$ cat src/hw/rtl/gons_pkg.sv
package gons_pkg;

	localparam int GRID_SIZE_DEF = 64;
	localparam int FRAC_BITS_DEF = 4;
	localparam int QUEUE_DEPTH   = 2;

	localparam int POS_W     = 10;
	localparam int HEAD_W    = 16;
	localparam int CMD_W     = 2;
	localparam int REACH_W   = 5;
	localparam int FOUND_W   = 6;
	localparam int OCC_W     = 13;
	localparam int CFG_IDX_W = 2;

	localparam logic [REACH_W-1:0]   SIDE_RST = REACH_W'(2);
	localparam logic [REACH_W-1:0]   FWD_RST  = REACH_W'(4);
	localparam logic [CFG_IDX_W-1:0] REG_SIDE = CFG_IDX_W'(0);
	localparam logic [CFG_IDX_W-1:0] REG_FWD  = CFG_IDX_W'(1);

	typedef enum logic [CMD_W-1:0] {
		CMD_ADD,
		CMD_REMOVE,
		CMD_QUERY,
		CMD_SEARCH
	} cmd_t;

	// Heading rounded to the nearest quarter turn.
	typedef enum logic [1:0] {
		QUAD_POS_X,
		QUAD_POS_Y,
		QUAD_NEG_X,
		QUAD_NEG_Y
	} quad_t;

	typedef struct packed {
		cmd_t              cmd;
		logic [POS_W-1:0]  pos_x;
		logic [POS_W-1:0]  pos_y;
		quad_t             quad;
		logic              on_grid;
	} item_t;

	typedef struct packed {
		logic [REACH_W-1:0] side;
		logic [REACH_W-1:0] fwd;
	} reach_t;

endpackage

$ cat src/hw/rtl/gons_queue.sv
module gons_queue import gons_pkg::*; #(
	parameter int DEPTH = QUEUE_DEPTH
) (
	input  logic  clk,
	input  logic  arst_n,
	input  logic  push,
	input  item_t push_item,
	output logic  full,
	input  logic  pop,
	output item_t pop_item,
	output logic  empty
);

	localparam int PW  = (DEPTH > 1) ? $clog2(DEPTH) : 1;
	localparam int CNW = $clog2(DEPTH + 1);

	item_t          slot_q [DEPTH];
	logic [PW-1:0]  wr_ptr_q;
	logic [PW-1:0]  rd_ptr_q;
	logic [CNW-1:0] cnt_q;
	logic           do_push;
	logic           do_pop;

	assign full     = cnt_q == CNW'(DEPTH);
	assign empty    = cnt_q == '0;
	assign do_push  = push && !full;
	assign do_pop   = pop && !empty;
	assign pop_item = slot_q[rd_ptr_q];

	always_ff @(posedge clk) begin
		if (do_push) begin
			slot_q[wr_ptr_q] <= push_item;
		end
	end

	always_ff @(posedge clk or negedge arst_n) begin
		if (!arst_n) begin
			wr_ptr_q <= '0;
			rd_ptr_q <= '0;
			cnt_q    <= '0;
		end else begin
			if (do_push) begin
				wr_ptr_q <= (wr_ptr_q == PW'(DEPTH - 1)) ? '0 : wr_ptr_q + 1'b1;
			end
			if (do_pop) begin
				rd_ptr_q <= (rd_ptr_q == PW'(DEPTH - 1)) ? '0 : rd_ptr_q + 1'b1;
			end
			unique case ({do_push, do_pop})
				2'b10:   cnt_q <= cnt_q + 1'b1;
				2'b01:   cnt_q <= cnt_q - 1'b1;
				default: cnt_q <= cnt_q;
			endcase
		end
	end

endmodule

$ cat config.mk
export PLATFORM = sky130hd
export DESIGN_NAME = gons_queue
export DESIGN_NICKNAME = d
export VERILOG_FILES = /design/src/hw/rtl/gons_pkg.sv /design/src/hw/rtl/gons_queue.sv
export SDC_FILE = /design/constraint.sdc
export NUM_CORES = 1
export LEC_CHECK = 0
export ABC_AREA = 1
export BUFFER_PORTS_ARGS = -buffer_cell sky130_fd_sc_hd__buf_2
export CAP_MARGIN = 5
export CORE_ASPECT_RATIO = 0.75
export CORE_MARGIN = 4
export CORE_UTILIZATION = 51
export DETAILED_ROUTE_END_ITERATION = 8
export GPL_ROUTABILITY_DRIVEN = 0
export PLACE_DENSITY = 0.83
export SETUP_SLACK_MARGIN = 0.4
export SLEW_MARGIN = 20
export SYNTH_ARGS = -nofsm -noshare
export SYNTH_HDL_FRONTEND = slang
export SYNTH_SLANG_ARGS = --single-unit
$ cat constraint.sdc
create_clock -name clk -period 2.48 [get_ports clk]
set_clock_uncertainty 0.05 [all_clocks]
set_input_delay 0.496 -clock clk [delete_from_list [all_inputs] [get_ports clk]]
set_output_delay 0.496 -clock clk [all_outputs]
set_load 0.02 [all_outputs]
* Word level (Yosys, flattened, before mapping)
Memories as Yosys holds them, arrays and structs flattened.
Index checks and enable logic that the tools add are counted.
** Cells by class
- Mux-type cells :: 5
- Equality and inequality tests :: 3
- Add/subtract/negate cells :: 4
- Reductions and logical operators :: 6
** Operators by type and width (count)
- $eq 2x2->1 const B :: 2
- $mux 1 :: 4
- $pmux 2 s2 :: 1
- $add 1x1->1 const B :: 2
- $add 2x1->2 const B :: 1
- $eq 2x1->1 const B :: 1
- $logic_and 1x1->1 :: 2
- $logic_not 1->1 :: 2
- $logic_not 2->1 :: 1
- $reduce_bool 2->1 :: 1
- $sub 2x1->2 const B :: 1
** Word-level totals
- Output and inout bits :: 27
- Input port bits :: 29
- RAM bits :: 50
- Memories kept :: 1
- Word-level logic and storage cells :: 22
- Register bits :: 4
** Memories
- slot_q :: depth 2, width 25, read ports 1, clocked after Yosys merged registers in 0, wr ports 1, RTL line gons_queue.sv:17 : item_t slot_q [DEPTH];

* Depth between registers and ports, before layout
- Depth in word-level cells :: 5
- Gate-level depth with buffers :: 10
- Depth with buffers taken out :: 10

* Worst setup path before layout
No wires, ideal clock.
- Path type :: input to register
- From :: input port push
- To :: memory slot_q[1][0] (netlist name) (enable)
- Stages :: 2
- Arrival time :: 1627 ps
- Path buffers :: 0
- Setup time :: 407 ps
- Path slack :: 396 ps
- Path through :: o21ai_2 nor2_1
** Between the ends
- Longest elaborated chain between the ends :: 3
** Ends and longest elaborated chain
- from (decl) :: RTL line gons_queue.sv:6 : input logic push,
- $logic_and 1x1->1 :: RTL line gons_queue.sv:26 : assign do_push = push && !full;
- $mux 1 :: RTL line gons_queue.sv:31 : if (do_push) begin
- $mux 1 (not written as such) :: RTL line gons_queue.sv:32 : slot_q[wr_ptr_q] <= push_item;
- to (decl) :: RTL line gons_queue.sv:17
Every way passes these cells.

==> impl_metrics.csv <==
group,metric,value,unit
worst_setup_path,timing.critical_path.from,"rd_ptr_q",
final_layout,area_growth,22.30,%
logic_synthesis,synth.cell_area,0.002076,mm^2
outcome,result_of_the_run,"finished clean",
power_and_ir_drop,leakage,0.001143,uW
worst_setup_path,crit_path_frequent_cell,"sky130_fd_sc_hd__nand2_1",
logic_synthesis,synth_commonest_cells,"sky130_fd_sc_hd__nand2_1 (83), sky130_fd_sc_hd__edfxtp_1 (50), sky130_fd_sc_hd__inv_1 (6)",
worst_setup_path,critical_path.slowest_cell,"sky130_fd_sc_hd__dfrtp_2",
global_routing,number_of_global_route_vias_before_repair,1216,
routing,totalWireLength,3658,um
logic_synthesis,yosys.cell_count.top_type,"sky130_fd_sc_hd__nand2_1",
logic_synthesis,synth_top_cell_area_share,72.33,%
final_layout,insertedDiodeCount,0,
sta,timing.final.setup_violations,0,
die,die_area,0.005165,mm^2
hold_path,hold_start,"push_item[7]",
global_routing,globalRouteOverflowTotal,0,
placement,post-place-ws,0.7287,ns
logic_synthesis,synth_area_per_cell,12.73,um^2
die,top_level_ports,56,
logic_synthesis,netlist_instances,163,
logic_synthesis,dominantRegCellSynth,"sky130_fd_sc_hd__edfxtp_1",
worst_setup_path,worstPathBufferInverterCount,2,
logic_synthesis,seq_area_frac_synth,77.15,%
worst_setup_path,crit_path_end_kind,"output port",
worst_setup_path,worstPathArrival,1.44,ns
worst_setup_path,critPathMaxFanout,15,
worst_setup_path,crit_path_max_incr_delay,0.53,ns
power_and_ir_drop,p_per_area,1248,mW/mm^2
sta,maxSlewViolCount,0,
clock_network,clkSinkCount,54,
job,maxCapViolations,0,
clock_network,cts.repair_timing.setup_buffer_count,0,
logic_synthesis,flip_flop_and_latch_count_after_synthesis,54,
routing,route.detailed.drc,0,
clock_network,clkSlewWorstSetupHoldPaths,0.09,ns
routing,via_per_inst,4.661,
final_layout,drive_gt1_share,33.33,%
worst_setup_path,critical_path_required,1.93,ns
sta,final_hold_violations,0,
logic_synthesis,synth.net_count,193,
global_routing,groute.usage.overall,15.20,%
worst_setup_path,worstSetupStartpointType,"flop",
logic_synthesis,number_of_synthesized_flops_with_an_enable_pin,50,
logic_synthesis,yosys-top-cells-area,"sky130_fd_sc_hd__edfxtp_1 (72%), sky130_fd_sc_hd__nand2_1 (15%), sky130_fd_sc_hd__dfrtp_1 (4.8%)",
logic_synthesis,synth_largest_area_cell,"sky130_fd_sc_hd__edfxtp_1",
die,fp-row-count,19,
hold_path,worstHoldPathType,"input pin to flop",
clock_network,tritoncts_clock_tree,"yes",
final_layout,filler_cell_count,285,
die,core_region_area,0.003780,mm^2
sta,fin_crit_sh,80.18,%
power_and_ir_drop,vdd_ir_drop_max,0.0006927,V
sta,worst_slew_pin_slew,0.3336,ns
routing,routedWlPerCell,13.21,um
sta,post-route-min-period,1.989,ns
placement,dp.final_hpwl,2517,um
sta,tightest_hold_margin,0.3216,ns
sta,clock.fmax,0.5029,GHz
routing,drtAntennaViolNets,0,
final_layout,fin_nets,254,
die,die-width,81.67,um
logic_synthesis,yosysWarnings,0,
die,initial_utilization,54.92,%
global_routing,number_of_antenna_violations_at_the_first_check_in_global_routing,0,
global_routing,largest_net_degree_at_the_start_of_global_routing,27,
sta,setup_tns,0,ns
worst_setup_path,path_delay_family,"flip-flops",
routing,total_via_count_after_detailed_routing,1291,
sta,finalWorstSetupSlack,0.4915,ns
clock_network,cts-buffers-inserted,5,
clock_network,cts_max_path_buffers,2,
global_routing,global_route_wire_length_before_repair,5651,um
logic_synthesis,asyncSetResetFlopFracSynth,7.407,%
logic_synthesis,yosys.cell_types.count,16,
worst_setup_path,rrSetupSlack,1.03,ns
worst_setup_path,worstPathCellList,"buf_4 > nand2_1 > nand2_1 > buf_2",
worst_setup_path,critPathKind,"flop to output port",
clock_network,cts_root_buf,"sky130_fd_sc_hd__clkbuf_8",
die,die_height,63.25,um
placement,io_buf_count,55,
routing,detailedRoute.firstPassIterationCount,4,
clock_network,cts_max_level,2,
worst_setup_path,r2r_start,"cnt_q[0]",
sta,slew_headroom,77.76,%
clock_network,insertion_delay,0.30,ns
sta,setup_repair_after_global_routing_missed_its_margin,"no",
routing,first_iter_violations,89,
## layout by cell type, fill, tap and decap left out
cell type                       count
sky130_fd_sc_hd__clkbuf_8           5
sky130_fd_sc_hd__edfxtp_1          50
sky130_fd_sc_hd__inv_1              6
sky130_fd_sc_hd__dfrtp_1            3
sky130_fd_sc_hd__nand4_1            1
sky130_fd_sc_hd__nand2_2            2
sky130_fd_sc_hd__clkinv_1           1
sky130_fd_sc_hd__nand2_1           83
sky130_fd_sc_hd__buf_4              3
sky130_fd_sc_hd__xnor2_1            1
sky130_fd_sc_hd__bufinv_16          2
sky130_fd_sc_hd__inv_2              3
sky130_fd_sc_hd__nor2_2             2
sky130_fd_sc_hd__dlygate4sd3_1      1
sky130_fd_sc_hd__dfrtp_2            1
sky130_fd_sc_hd__inv_6              1
sky130_fd_sc_hd__ha_1               1
sky130_fd_sc_hd__o21ai_2            1
sky130_fd_sc_hd__nand3_1            3
sky130_fd_sc_hd__buf_2             55
## state kept, by name, summed over array words and instances (netlist names)
name,cells
wr_ptr_q,1
slot_q,50
rd_ptr_q,1
cnt_q,2
## final timing paths
check                                     to  cells past startpoint
min in group asynchronous           wr_ptr_q                      2
worst min-delay path            slot_q[0][7]                      1
max in group asynchronous           rd_ptr_q                      2
worst min register to register      wr_ptr_q                      2
worst max register to register  slot_q[0][6]                      5
worst max-delay path            pop_item[21]                      4
## metal layers
layer  track usage, %  up-vias  routed length, um  share of wire (%)
li1                 -      653                  -                  -
met1            18.96      587               1551                 42
met2            23.27       46               1743                 48
met3            6.838        5                308                8.4
met4            5.602        0                 55                1.5
met5                0        -                  0                  0
## cells by family after synthesis
kind of cell    after synthesis  share of synthesized area [%]
simple gates                 91                          17.12
flops                        54                          77.16
buf+inv                      15                          4.279
compound gates                1                         0.4220
xor+xnor                      1                         0.4220
fa+ha+maj                     1                         0.6027
## layout make-up
| class | instances | area [um^2] | area share [%] |
|---|---|---|---|
| tap | 52 | 65.06 | 2.563 |
| sequential | 54 | 1603 | 63.13 |
| clock buffer | 5 | 68.82 | 2.711 |
| clock inverter | 3 | 63.81 | 2.514 |
| timing repair buffer | 59 | 307.8 | 12.12 |
| inverter | 10 | 42.54 | 1.676 |
| multi-input combinational | 94 | 387.9 | 15.28 |
## timing repair
item	CTS	global route
gates resized for setup	1	1
hold endpoints to repair	4	0
setup endpoints to repair	8	2
hold buffers	1	0
cloned	0	0
pin swaps	0	0
## report_power, final
group	leakage, uW	switching [uW]	internal (uW)
registers	0.000512	102	1250
logic	0.000565	806	349
clock network	0.0000658	263	399
total	0.00114	1170	2000
## per-stage QoR
step	power (uW)	area [um^2]	util, %	instances
5_1_grt	3369	2539	67.16	277
4_1_cts	3193	2536	67.10	277
2_1_floorplan	2187	2078	-	163
3_5_place_dp	2529	2392	63.29	268
3_3_place_gp	2508	2392	63.29	268
6_report	3167	2539	67.16	277
No activity file was read; power rests on OpenSTA's default activity.
